===== config.mk =====
export PLATFORM = sky130hd
export DESIGN_NAME = prefix_expression_stack_evaluator_unit
export DESIGN_NICKNAME = d
export VERILOG_FILES = /design/src/design/pesev_pkg.sv /design/src/design/pesev_ram.sv /design/src/design/pesev_div.sv /design/src/design/prefix_expression_stack_evaluator_unit.sv
export SDC_FILE = /design/constraint.sdc
export NUM_CORES = 2
export LEC_CHECK = 0
export BUFFER_PORTS_ARGS = -buffer_cell sky130_fd_sc_hd__clkbuf_2
export CAP_MARGIN = 20
export CORE_MARGIN = 10
export CORE_UTILIZATION = 41
export DETAILED_ROUTE_END_ITERATION = 8
export PLACE_DENSITY = 0.54
export SLEW_MARGIN = 10
export SYNTH_ARGS = -nofsm -noshare
export SYNTH_HDL_FRONTEND = slang
export SYNTH_HIERARCHICAL = 1
export SYNTH_SLANG_ARGS = --single-unit

===== constraint.sdc =====
create_clock -name clk -period 7.8 [get_ports clk]
set_input_delay 2.34 -clock clk [delete_from_list [all_inputs] [get_ports clk]]
set_output_delay 2.34 -clock clk [all_outputs]
set_load 0.02 [all_outputs]

===== src/design/pesev_pkg.sv =====
// ----------------------------------------------------------------------------
// pesev_pkg
// Shared types and constants of the prefix expression stack evaluator.
// ----------------------------------------------------------------------------
package pesev_pkg;

  localparam int STACK_DEPTH = 32;
  localparam int DATA_W      = 32;
  localparam int CNT_W       = $clog2(STACK_DEPTH + 1);
  localparam int ADDR_W      = $clog2(STACK_DEPTH);
  localparam int DEPTH_W     = 6;
  localparam int STATUS_W    = 3;
  localparam int SYM_W       = 8;
  localparam int OUT_FLD_W   = DATA_W + DEPTH_W + STATUS_W;
  localparam int OUT_W       = ((OUT_FLD_W + 7) / 8) * 8;

  localparam logic [SYM_W-1:0] CH_ZERO  = 8'h30;
  localparam logic [SYM_W-1:0] CH_NINE  = 8'h39;
  localparam logic [SYM_W-1:0] CH_PLUS  = 8'h2B;
  localparam logic [SYM_W-1:0] CH_MINUS = 8'h2D;
  localparam logic [SYM_W-1:0] CH_STAR  = 8'h2A;
  localparam logic [SYM_W-1:0] CH_SLASH = 8'h2F;

  typedef enum logic [2:0] {
    ST_OK      = 3'd0,
    ST_BADCHAR = 3'd1,
    ST_UNDER   = 3'd2,
    ST_OVER    = 3'd3,
    ST_DIVZERO = 3'd4
  } status_t;

  typedef enum logic [2:0] {
    OP_DIGIT,
    OP_ADD,
    OP_SUB,
    OP_MUL,
    OP_DIV,
    OP_NONE
  } op_t;

  typedef enum logic [2:0] {
    S_IDLE,
    S_EXEC,
    S_DIV,
    S_WRITE,
    S_DONE
  } state_t;

  typedef struct packed {
    logic              start;
    logic [DATA_W-1:0] dividend;
    logic [DATA_W-1:0] divisor;
  } div_req_t;

  typedef struct packed {
    logic              done;
    logic [DATA_W-1:0] quot;
  } div_rsp_t;

  function automatic op_t decode_sym(input logic [SYM_W-1:0] sym);
    op_t op;
    unique case (sym) inside
      [CH_ZERO:CH_NINE]: op = OP_DIGIT;
      CH_PLUS:           op = OP_ADD;
      CH_MINUS:          op = OP_SUB;
      CH_STAR:           op = OP_MUL;
      CH_SLASH:          op = OP_DIV;
      default:           op = OP_NONE;
    endcase
    return op;
  endfunction

endpackage


===== src/design/pesev_ram.sv =====
// ----------------------------------------------------------------------------
// pesev_ram
// Generic single-write, single-read RAM with a registered read port.
// ----------------------------------------------------------------------------
module pesev_ram #(
  parameter int WIDTH = 32,
  parameter int DEPTH = 32
) (
  input  logic                     clk,
  input  logic                     wr_en,
  input  logic [$clog2(DEPTH)-1:0] wr_addr,
  input  logic [WIDTH-1:0]         wr_data,
  input  logic                     rd_en,
  input  logic [$clog2(DEPTH)-1:0] rd_addr,
  output logic [WIDTH-1:0]         rd_data
);

  logic [WIDTH-1:0] mem_r [DEPTH];
  logic [WIDTH-1:0] rd_data_r;

  always_ff @(posedge clk) begin
    if (wr_en) begin
      mem_r[wr_addr] <= wr_data;
    end
    if (rd_en) begin
      rd_data_r <= mem_r[rd_addr];
    end
  end

  assign rd_data = rd_data_r;

endmodule


===== src/design/pesev_div.sv =====
// ----------------------------------------------------------------------------
// pesev_div
// Signed 32-bit divider, truncating toward zero, one quotient bit per cycle.
// ----------------------------------------------------------------------------
module pesev_div (
  input  logic                clk,
  input  logic                rst_n,
  input  pesev_pkg::div_req_t req,
  output pesev_pkg::div_rsp_t rsp
);

  localparam int STEP_W = $clog2(pesev_pkg::DATA_W);

  logic                         busy_r, busy_nxt;
  logic                         done_r, done_nxt;
  logic [STEP_W-1:0]            step_r, step_nxt;
  logic                         neg_r, neg_nxt;
  logic [pesev_pkg::DATA_W-1:0] den_r, den_nxt;
  logic [pesev_pkg::DATA_W-1:0] rem_r, rem_nxt;
  logic [pesev_pkg::DATA_W-1:0] quo_r, quo_nxt;
  logic [pesev_pkg::DATA_W:0]   shifted;
  logic [pesev_pkg::DATA_W+1:0] diff;
  logic                         a_neg, b_neg;

  assign a_neg   = req.dividend[pesev_pkg::DATA_W-1];
  assign b_neg   = req.divisor[pesev_pkg::DATA_W-1];
  // The remainder stays below the divisor, so one extra bit holds the shift.
  assign shifted = {rem_r, quo_r[pesev_pkg::DATA_W-1]};
  assign diff    = {1'b0, shifted} - {2'b00, den_r};

  always_comb begin
    busy_nxt = busy_r;
    done_nxt = 1'b0;
    step_nxt = step_r;
    neg_nxt  = neg_r;
    den_nxt  = den_r;
    rem_nxt  = rem_r;
    quo_nxt  = quo_r;
    if (req.start) begin
      busy_nxt = 1'b1;
      step_nxt = '0;
      neg_nxt  = a_neg ^ b_neg;
      den_nxt  = b_neg ? (~req.divisor + 1'b1) : req.divisor;
      quo_nxt  = a_neg ? (~req.dividend + 1'b1) : req.dividend;
      rem_nxt  = '0;
    end else if (busy_r) begin
      if (!diff[pesev_pkg::DATA_W+1]) begin
        rem_nxt = diff[pesev_pkg::DATA_W-1:0];
        quo_nxt = {quo_r[pesev_pkg::DATA_W-2:0], 1'b1};
      end else begin
        rem_nxt = shifted[pesev_pkg::DATA_W-1:0];
        quo_nxt = {quo_r[pesev_pkg::DATA_W-2:0], 1'b0};
      end
      step_nxt = step_r + 1'b1;
      if (step_r == STEP_W'(pesev_pkg::DATA_W - 1)) begin
        busy_nxt = 1'b0;
        done_nxt = 1'b1;
      end
    end
  end

  always_ff @(posedge clk) begin
    if (!rst_n) begin
      busy_r <= 1'b0;
      done_r <= 1'b0;
      step_r <= '0;
    end else begin
      busy_r <= busy_nxt;
      done_r <= done_nxt;
      step_r <= step_nxt;
    end
    neg_r <= neg_nxt;
    den_r <= den_nxt;
    rem_r <= rem_nxt;
    quo_r <= quo_nxt;
  end

  assign rsp.done = done_r;
  assign rsp.quot = neg_r ? (~quo_r + 1'b1) : quo_r;

endmodule


===== src/design/prefix_expression_stack_evaluator_unit.sv =====
// ----------------------------------------------------------------------------
// prefix_expression_stack_evaluator_unit
// Evaluates a prefix expression fed from its last character to its first.
// ----------------------------------------------------------------------------
// One beat in carries a character and a start flag; one beat out carries the
// top of stack, the depth and a status. Operands live in a 32-entry RAM with a
// registered read, and the top of stack is also kept in a register.
// Digits, bad characters and operators refused for underflow go from idle
// straight to the done state, and a divide by zero passes through execute;
// '+', '-' and '*' go through execute, for the RAM read of the second operand,
// and then write-back; '/' waits between the two for the 32-step
// shift-subtract divider. A finished result waits in the output register, and
// the next beat is taken while it waits.
module prefix_expression_stack_evaluator_unit (
  input  logic                        clk,
  input  logic                        rst_n,
  input  logic                        in_tvalid,
  output logic                        in_tready,
  input  logic [pesev_pkg::SYM_W-1:0] in_tdata,   // [7:0] symbol
  input  logic [0:0]                  in_tuser,   // [0] start_req
  output logic                        out_tvalid,
  input  logic                        out_tready,
  output logic [pesev_pkg::OUT_W-1:0] out_tdata   // [31:0] top_value,
                                                  // [37:32] depth,
                                                  // [40:38] status
);

  localparam int CNT_W  = pesev_pkg::CNT_W;
  localparam int ADDR_W = pesev_pkg::ADDR_W;
  localparam int DATA_W = pesev_pkg::DATA_W;

  pesev_pkg::state_t  state_r, state_nxt;
  pesev_pkg::op_t     op_r, op_nxt;
  pesev_pkg::status_t status_r, status_nxt;
  logic [CNT_W-1:0]   count_r, count_nxt;
  logic [DATA_W-1:0]  top_r, top_nxt;
  logic [DATA_W-1:0]  res_r, res_nxt;
  logic               out_valid_r, out_valid_nxt;
  logic [pesev_pkg::OUT_W-1:0] out_data_r, out_data_nxt;

  logic               in_acc;
  logic               out_free;
  logic [CNT_W-1:0]   cnt_eff;
  pesev_pkg::op_t     sym_op;
  logic               ram_wr_en;
  logic [ADDR_W-1:0]  ram_wr_addr;
  logic [DATA_W-1:0]  ram_wr_data;
  logic               ram_rd_en;
  logic [ADDR_W-1:0]  ram_rd_addr;
  logic [DATA_W-1:0]  ram_rd_data;
  logic [DATA_W-1:0]  top_shown;
  pesev_pkg::div_req_t div_req;
  pesev_pkg::div_rsp_t div_rsp;

  assign in_tready = (state_r == pesev_pkg::S_IDLE);
  assign in_acc    = in_tvalid & in_tready;
  assign out_free  = ~out_valid_r | out_tready;
  assign cnt_eff   = in_tuser[0] ? '0 : count_r;
  assign sym_op    = pesev_pkg::decode_sym(in_tdata);
  assign top_shown = (count_r != '0) ? top_r : '0;

  pesev_ram #(
    .WIDTH (DATA_W),
    .DEPTH (pesev_pkg::STACK_DEPTH)
  ) u_stack_ram (
    .clk     (clk),
    .wr_en   (ram_wr_en),
    .wr_addr (ram_wr_addr),
    .wr_data (ram_wr_data),
    .rd_en   (ram_rd_en),
    .rd_addr (ram_rd_addr),
    .rd_data (ram_rd_data)
  );

  pesev_div u_div (
    .clk   (clk),
    .rst_n (rst_n),
    .req   (div_req),
    .rsp   (div_rsp)
  );

  // Next state.
  always_comb begin
    state_nxt = state_r;
    unique case (state_r)
      pesev_pkg::S_IDLE: begin
        if (in_acc) begin
          if ((sym_op == pesev_pkg::OP_ADD || sym_op == pesev_pkg::OP_SUB ||
               sym_op == pesev_pkg::OP_MUL || sym_op == pesev_pkg::OP_DIV) &&
              (cnt_eff >= CNT_W'(2))) begin
            state_nxt = pesev_pkg::S_EXEC;
          end else begin
            state_nxt = pesev_pkg::S_DONE;
          end
        end
      end
      pesev_pkg::S_EXEC: begin
        if (op_r == pesev_pkg::OP_DIV) begin
          state_nxt = (ram_rd_data == '0) ? pesev_pkg::S_DONE : pesev_pkg::S_DIV;
        end else begin
          state_nxt = pesev_pkg::S_WRITE;
        end
      end
      pesev_pkg::S_DIV: begin
        if (div_rsp.done) begin
          state_nxt = pesev_pkg::S_WRITE;
        end
      end
      pesev_pkg::S_WRITE: state_nxt = pesev_pkg::S_DONE;
      pesev_pkg::S_DONE: begin
        if (out_free) begin
          state_nxt = pesev_pkg::S_IDLE;
        end
      end
      default: state_nxt = pesev_pkg::S_IDLE;
    endcase
  end

  // Datapath, RAM and divider control.
  always_comb begin
    op_nxt        = op_r;
    status_nxt    = status_r;
    count_nxt     = count_r;
    top_nxt       = top_r;
    res_nxt       = res_r;
    out_valid_nxt = out_valid_r & ~out_tready;
    out_data_nxt  = out_data_r;
    ram_wr_en     = 1'b0;
    ram_wr_addr   = ADDR_W'(count_r - CNT_W'(2));
    ram_wr_data   = res_r;
    ram_rd_en     = 1'b0;
    ram_rd_addr   = ADDR_W'(cnt_eff - CNT_W'(2));
    div_req.start    = 1'b0;
    div_req.dividend = top_r;
    div_req.divisor  = ram_rd_data;
    unique case (state_r)
      pesev_pkg::S_IDLE: begin
        if (in_acc) begin
          op_nxt     = sym_op;
          status_nxt = pesev_pkg::ST_OK;
          count_nxt  = cnt_eff;
          case (sym_op)
            pesev_pkg::OP_DIGIT: begin
              if (cnt_eff >= CNT_W'(pesev_pkg::STACK_DEPTH)) begin
                status_nxt = pesev_pkg::ST_OVER;
              end else begin
                ram_wr_en   = 1'b1;
                ram_wr_addr = ADDR_W'(cnt_eff);
                ram_wr_data = DATA_W'(in_tdata - pesev_pkg::CH_ZERO);
                top_nxt     = DATA_W'(in_tdata - pesev_pkg::CH_ZERO);
                count_nxt   = cnt_eff + 1'b1;
              end
            end
            pesev_pkg::OP_NONE: status_nxt = pesev_pkg::ST_BADCHAR;
            default: begin
              // The left operand is the cached top; fetch the right one.
              if (cnt_eff < CNT_W'(2)) begin
                status_nxt = pesev_pkg::ST_UNDER;
              end else begin
                ram_rd_en = 1'b1;
              end
            end
          endcase
        end
      end
      pesev_pkg::S_EXEC: begin
        case (op_r)
          pesev_pkg::OP_ADD: res_nxt = top_r + ram_rd_data;
          pesev_pkg::OP_SUB: res_nxt = top_r - ram_rd_data;
          pesev_pkg::OP_MUL: res_nxt = DATA_W'(top_r * ram_rd_data);
          pesev_pkg::OP_DIV: begin
            if (ram_rd_data == '0) begin
              status_nxt = pesev_pkg::ST_DIVZERO;
            end else begin
              div_req.start = 1'b1;
            end
          end
          default: res_nxt = res_r;
        endcase
      end
      pesev_pkg::S_DIV: begin
        if (div_rsp.done) begin
          res_nxt = div_rsp.quot;
        end
      end
      pesev_pkg::S_WRITE: begin
        ram_wr_en = 1'b1;
        top_nxt   = res_r;
        count_nxt = count_r - 1'b1;
      end
      pesev_pkg::S_DONE: begin
        if (out_free) begin
          out_valid_nxt = 1'b1;
          out_data_nxt  = pesev_pkg::OUT_W'({status_r,
                                             pesev_pkg::DEPTH_W'(count_r),
                                             top_shown});
        end
      end
      default: begin
        op_nxt = op_r;
      end
    endcase
  end

  always_ff @(posedge clk) begin
    if (!rst_n) begin
      state_r     <= pesev_pkg::S_IDLE;
      count_r     <= '0;
      out_valid_r <= 1'b0;
    end else begin
      state_r     <= state_nxt;
      count_r     <= count_nxt;
      out_valid_r <= out_valid_nxt;
    end
    op_r       <= op_nxt;
    status_r   <= status_nxt;
    top_r      <= top_nxt;
    res_r      <= res_nxt;
    out_data_r <= out_data_nxt;
  end

  assign out_tvalid = out_valid_r;
  assign out_tdata  = out_data_r;

  a_count_bound: assert property (@(posedge clk) disable iff (!rst_n)
    count_r <= CNT_W'(pesev_pkg::STACK_DEPTH))
    else $error("stack count above stack depth");

  a_accept_leaves_idle: assert property (@(posedge clk) disable iff (!rst_n)
    in_acc |=> (state_r == pesev_pkg::S_EXEC || state_r == pesev_pkg::S_DONE))
    else $error("accepted beat did not start processing");

  a_div_start_exec: assert property (@(posedge clk) disable iff (!rst_n)
    div_req.start |-> (state_r == pesev_pkg::S_EXEC && op_r == pesev_pkg::OP_DIV))
    else $error("divider started outside a divide");

  a_div_done_wait: assert property (@(posedge clk) disable iff (!rst_n)
    div_rsp.done |-> (state_r == pesev_pkg::S_DIV))
    else $error("divider finished while not awaited");

endmodule


==> results.txt <==
* Final setup violation count: 0
- Total net switching power: approximately 4200 uW
- Post-route cell area: ~0.081 mm2
* Complex-gate fraction of the synthesized area: around 7.9%
- Total congestion overflow after global routing: 0
* Remaining max-slew budget at the tightest pin: between 20% and 30%
* Fraction of power spent switching nets: between 20% and 30%
* Portion of netlist area occupied by mux cells: about 7.3%
- In the synthesized netlist the async set-or-reset flop fraction comes to 0%.
- Along the worst path, the maximum fanout reaches 38.
- For this block, the via count after detailed routing is approximately 46000.
* Post-detailed-route count of antenna-violating nets: 0
- Number of fill cells: roughly 16000
* Most instantiated flip-flop cell in the synthesis netlist: edfxtp_1
* Remaining DRCs: 0
- The flow ran to the end, and the final reports show no timing, DRC or antenna violations.
- The number of global-route vias before repair was 47049.
* Number of warnings reported in the yosys synthesis log: 6
- In this run the vertical extent of the chip is roughly 440 um.
* Clock transition at the register clock pins on the worst setup and hold paths after CTS: ~60 ps
* Worst-path cell chain: buf_12 > and2_1 > fa_1 > inv_1 > fa_1 > fa_1 > fa_1 > inv_1 > fa_1 > ha_1 > fa_1 > fa_1 > ha_1 > and3_1 > a221oi_1 > o21ai_0 > a41oi_1 > o21ai_0 > a31oi_1 > o2bb2ai_1 > o32a_1 > nand2_1
- Compared with the post-synthesis result, the final layout area differs by 12.3%.
* Worst setup skew after layout: 63.2 ps
* Leak: 0.0293 uW
* Worst-path cell with the longest stage delay: fa_1
- Basic-gate share of the synthesized area counting and, or, nand and nor cells: 9.86%
* Required time of the critical path: between 8000 and 9000 ps
- Main combinational cell family by area after synthesis: adder cells
- The internal power of the cells totals between 10000 and 15000 uW.
- Buffers placed on the I/O ports in this run total 55.
- Cells after Synth: 5753
* IO Pins: 63
- The clock drives 1281 sinks.
- Dividing the synthesized area by the synthesized cell count gives about 13 um2.
- # H-tree levels: 4
- Xor and xnor area share after synthesis: 3.16%
- Total detailed-routing wirelength: approximately 210 mm
* Number of distinct standard cells referenced by the synthesized netlist: between 90 and 100
- The core region is between 0.15 and 0.2 mm2.
- Max cap viols: 0
* Share of cells above drive strength 1: under 10%
* Comb pwr share: between 10% and 20%
- Vias per Instance: ~5.6
* Drt pass-1 iters: 5
* Type of the worst min-delay path: flip-flop to flip-flop
* Total routing resource utilization after global routing: between 20 and 25%
* Sort of element at the end of the critical path: flip-flop
- The initialized floorplan defines ~150 standard-cell rows.
* Worst path buffer plus inverter count: 3
* Post-synthesis adder-cell area fraction: between 10% and 20%
- The die covers about 0.19 mm2.
- Registers are responsible for 45.6% of the overall power.
- Post-Synthesis Cell Area: slightly above 0.07 mm2
* Detailed placer's ending HPWL: 139 mm
- Arrival time of data at the critical path endpoint: around 8100 ps
* Instance area at placement: about 0.077 mm2
- Dominant delay contributor by cell family on the critical path: adder cells
- The initial antenna violation count was 9.
- Post-placement setup slack: about 170 ps
- Max-slew violation total from the final report: 0
- In the final timing run, aggregate negative setup slack is 0 ps.
- In this design, the stage delay of the slowest critical-path cell is ~540 ps.
- Setup repair after global routing left no endpoint under its margin.
- The net count of the finished layout is about 6500.
- Initial detailed-routing violation count: around 3900
- Clock Power Share: 41.1%
- Measured slew at the worst slew-check pin: roughly 1100 ps
- Worst-case vdd ir drop: approximately 220 uV
- X dimension of the die: 440 um
- No sink is reached through more buffers than the 3 on the longest clock path.
- Routability-driven placement finished with a final weighted congestion of between 0.8 and 0.9.
- Once the floorplan was initialized, standard cells occupied about two fifths of the core.
* Synth Register Bits: roughly 1300
- Setup slack on the critical path of the routed design comes to about 220 ps.
- CTS placed an instance of clkbuf_16 at the clock tree root.
- Power per cell area: just over 200 mW/mm2
- Max Fclk: around 130 MHz
- In this design, the critical path's most frequently occurring cell is fa_1.
- Commonest non-fill, non-tap cells in the layout: edfxtp_1, mux2i_1, nand2_1, inv_1, fa_1
- STA classifies the critical path startpoint as a flip-flop.
- Entering global routing, the biggest net connects 95 pins.
- CTS tree: yes
- Sequential element share of the synthesized area: a little over half
* Number of gates resized after CTS: 0
- Global-route wire length before repair: 318 mm
- The number of hold violations in the final report came to 0.
- Total CTS buffers: 144
* Minimum period implied by the final worst setup slack: ~7600 ps
* Insertion delay to the later sink of the worst-skew pair: approximately 800 ps
- The number of hold buffers added after CTS was 0.
* Most common cell after layout, fill and taps aside: edfxtp_1
- EDFF count, synth: roughly 1200
* Routed length per instance: around 26 um
- Fin crit share: between 90 and 100%
- Category of the most critical setup path: flip-flop to flip-flop
[sequential cells by signal (all words and copies together) (netlist names)]
| signal | count |
|---|---|
| u_div/busy_r | 1 |
| u_div/den_r | 32 |
| u_div/neg_r | 1 |
| u_div/rem_r | 32 |
| status_r | 3 |
| state_r | 3 |
| top_r | 32 |
| out_tdata | 41 |
| u_stack_ram/mem_r | 1024 |
| res_r | 32 |
| u_div/quo_r | 32 |
| count_r | 6 |
| u_div/done_r | 1 |
| op_r | 3 |
| out_tvalid | 1 |
| u_stack_ram/rd_data | 32 |
| u_div/step_r | 5 |
[cells by family (layout without fill, tap and decap cells)]
| family | Yosys count | count (layout) |
|---|---|---|
| DFF | 1281 | 1281 |
| other | 1 | 9 |
| buffers and inverters | 772 | 981 |
| AOI/OAI and AO/OA | 869 | 869 |
| xor gates and xnor gates | 259 | 259 |
| and+or+nand+nor | 1429 | 1429 |
| muxes | 530 | 530 |
| adders and majority gates | 612 | 612 |
[what timing repair did]
item	CTS	global route
endpoints found under the hold margin	0	0
setup buffers	0	2
endpoints found under the setup margin	0	4
[area by class of cell]
class                   count  area, um2  share of cell area [%]
multi-input cells        3706      31600                    38.9
clock inverters            84        905                    1.11
diodes                      2       5.00                 0.00615
repair buffers            263       2390                    2.94
clock buffers             182       3820                    4.70
flip-flops and latches   1281      38000                    46.7
inverters                 452       1700                    2.09
well taps                2340       2930                    3.60
[power by group through the flow]
stage	clock network (uW)	registers (uW)	logic [uW]
final	6770	7490	2190
after CTS	6920	7490	2190
after global routing	7200	7490	2420
after global placement	0	7640	2160
after detailed placement	0	7640	2170
after floorplan	0	7650	1570
[synth_stat cells (10+ instances only)]
| master | n | area share [%] |
|---|---|---|
| a211oi_1 | 18 | 0.19 |
| a21o_1 | 87 | 0.90 |
| a21oi_1 | 259 | 1.8 |
| a22o_1 | 65 | 0.79 |
| a22oi_1 | 99 | 1.0 |
| a311oi_1 | 25 | 0.30 |
| a31oi_1 | 61 | 0.53 |
| and2_1 | 349 | 3.0 |
| and3_1 | 14 | 0.12 |
| buf_1 | 12 | 0.062 |
| buf_2 | 39 | 0.27 |
| buf_4 | 43 | 0.45 |
| buf_6 | 16 | 0.25 |
| clkbuf_1 | 208 | 1.1 |
| dfxtp_1 | 49 | 1.4 |
| edfxtp_1 | 1232 | 51 |
| fa_1 | 410 | 11 |
| ha_1 | 202 | 3.5 |
| inv_1 | 449 | 2.3 |
| mux2i_1 | 523 | 7.2 |
| nand2_1 | 496 | 2.6 |
| nand2b_1 | 21 | 0.18 |
| nand3_1 | 125 | 0.86 |
| nand4_1 | 10 | 0.086 |
| nor2_1 | 215 | 1.1 |
| nor2b_1 | 20 | 0.17 |
| nor3_1 | 67 | 0.46 |
| nor4_1 | 11 | 0.095 |
| o211ai_1 | 10 | 0.10 |
| o21a_1 | 17 | 0.18 |
| o21ai_0 | 115 | 0.79 |
| o31ai_1 | 35 | 0.36 |
| o41ai_1 | 18 | 0.22 |
| or3_1 | 20 | 0.17 |
| or4_1 | 14 | 0.15 |
| xnor2_1 | 162 | 2.0 |
| xor2_1 | 95 | 1.1 |
[stage by stage]
step                utilization (%)  hold slack, ps  total power, uW  instances
floorplan                         -             400             9220       5759
global placement               43.5             412             9800       8039
detailed placement             43.5             411             9810       8039
CTS                            46.2             427            16600       8305
global route                   46.2             437            17100       8308
finish                         46.2             427            16400       8310
[layer usage]
layer	vias up	global-route usage (%)	part of all wire (%)
met5	-	0	0.0061
li1	20627	-	-
met1	23891	29.3	42
met2	1424	36.6	48
met4	2	7.56	3.7
met3	368	2.97	5.6
[worst paths after layout]
path / depth (start not counted) / slack [ps] / from / to
worst min-delay path: 0 / 430 / status_r[0]$_SDFFCE_PN0P_ / out_tdata[38]$_DFFE_PP_
worst max register to register: 22 / 220 / u_stack_ram/rd_data[2]$_DFFE_PP_ / res_r[30]$_DFFE_PP_
worst min register to register: 0 / 430 / status_r[0]$_SDFFCE_PN0P_ / out_tdata[38]$_DFFE_PP_
worst max-delay path: 22 / 220 / u_stack_ram/rd_data[2]$_DFFE_PP_ / res_r[30]$_DFFE_PP_
No activity file was read; power rests on OpenSTA's default activity.
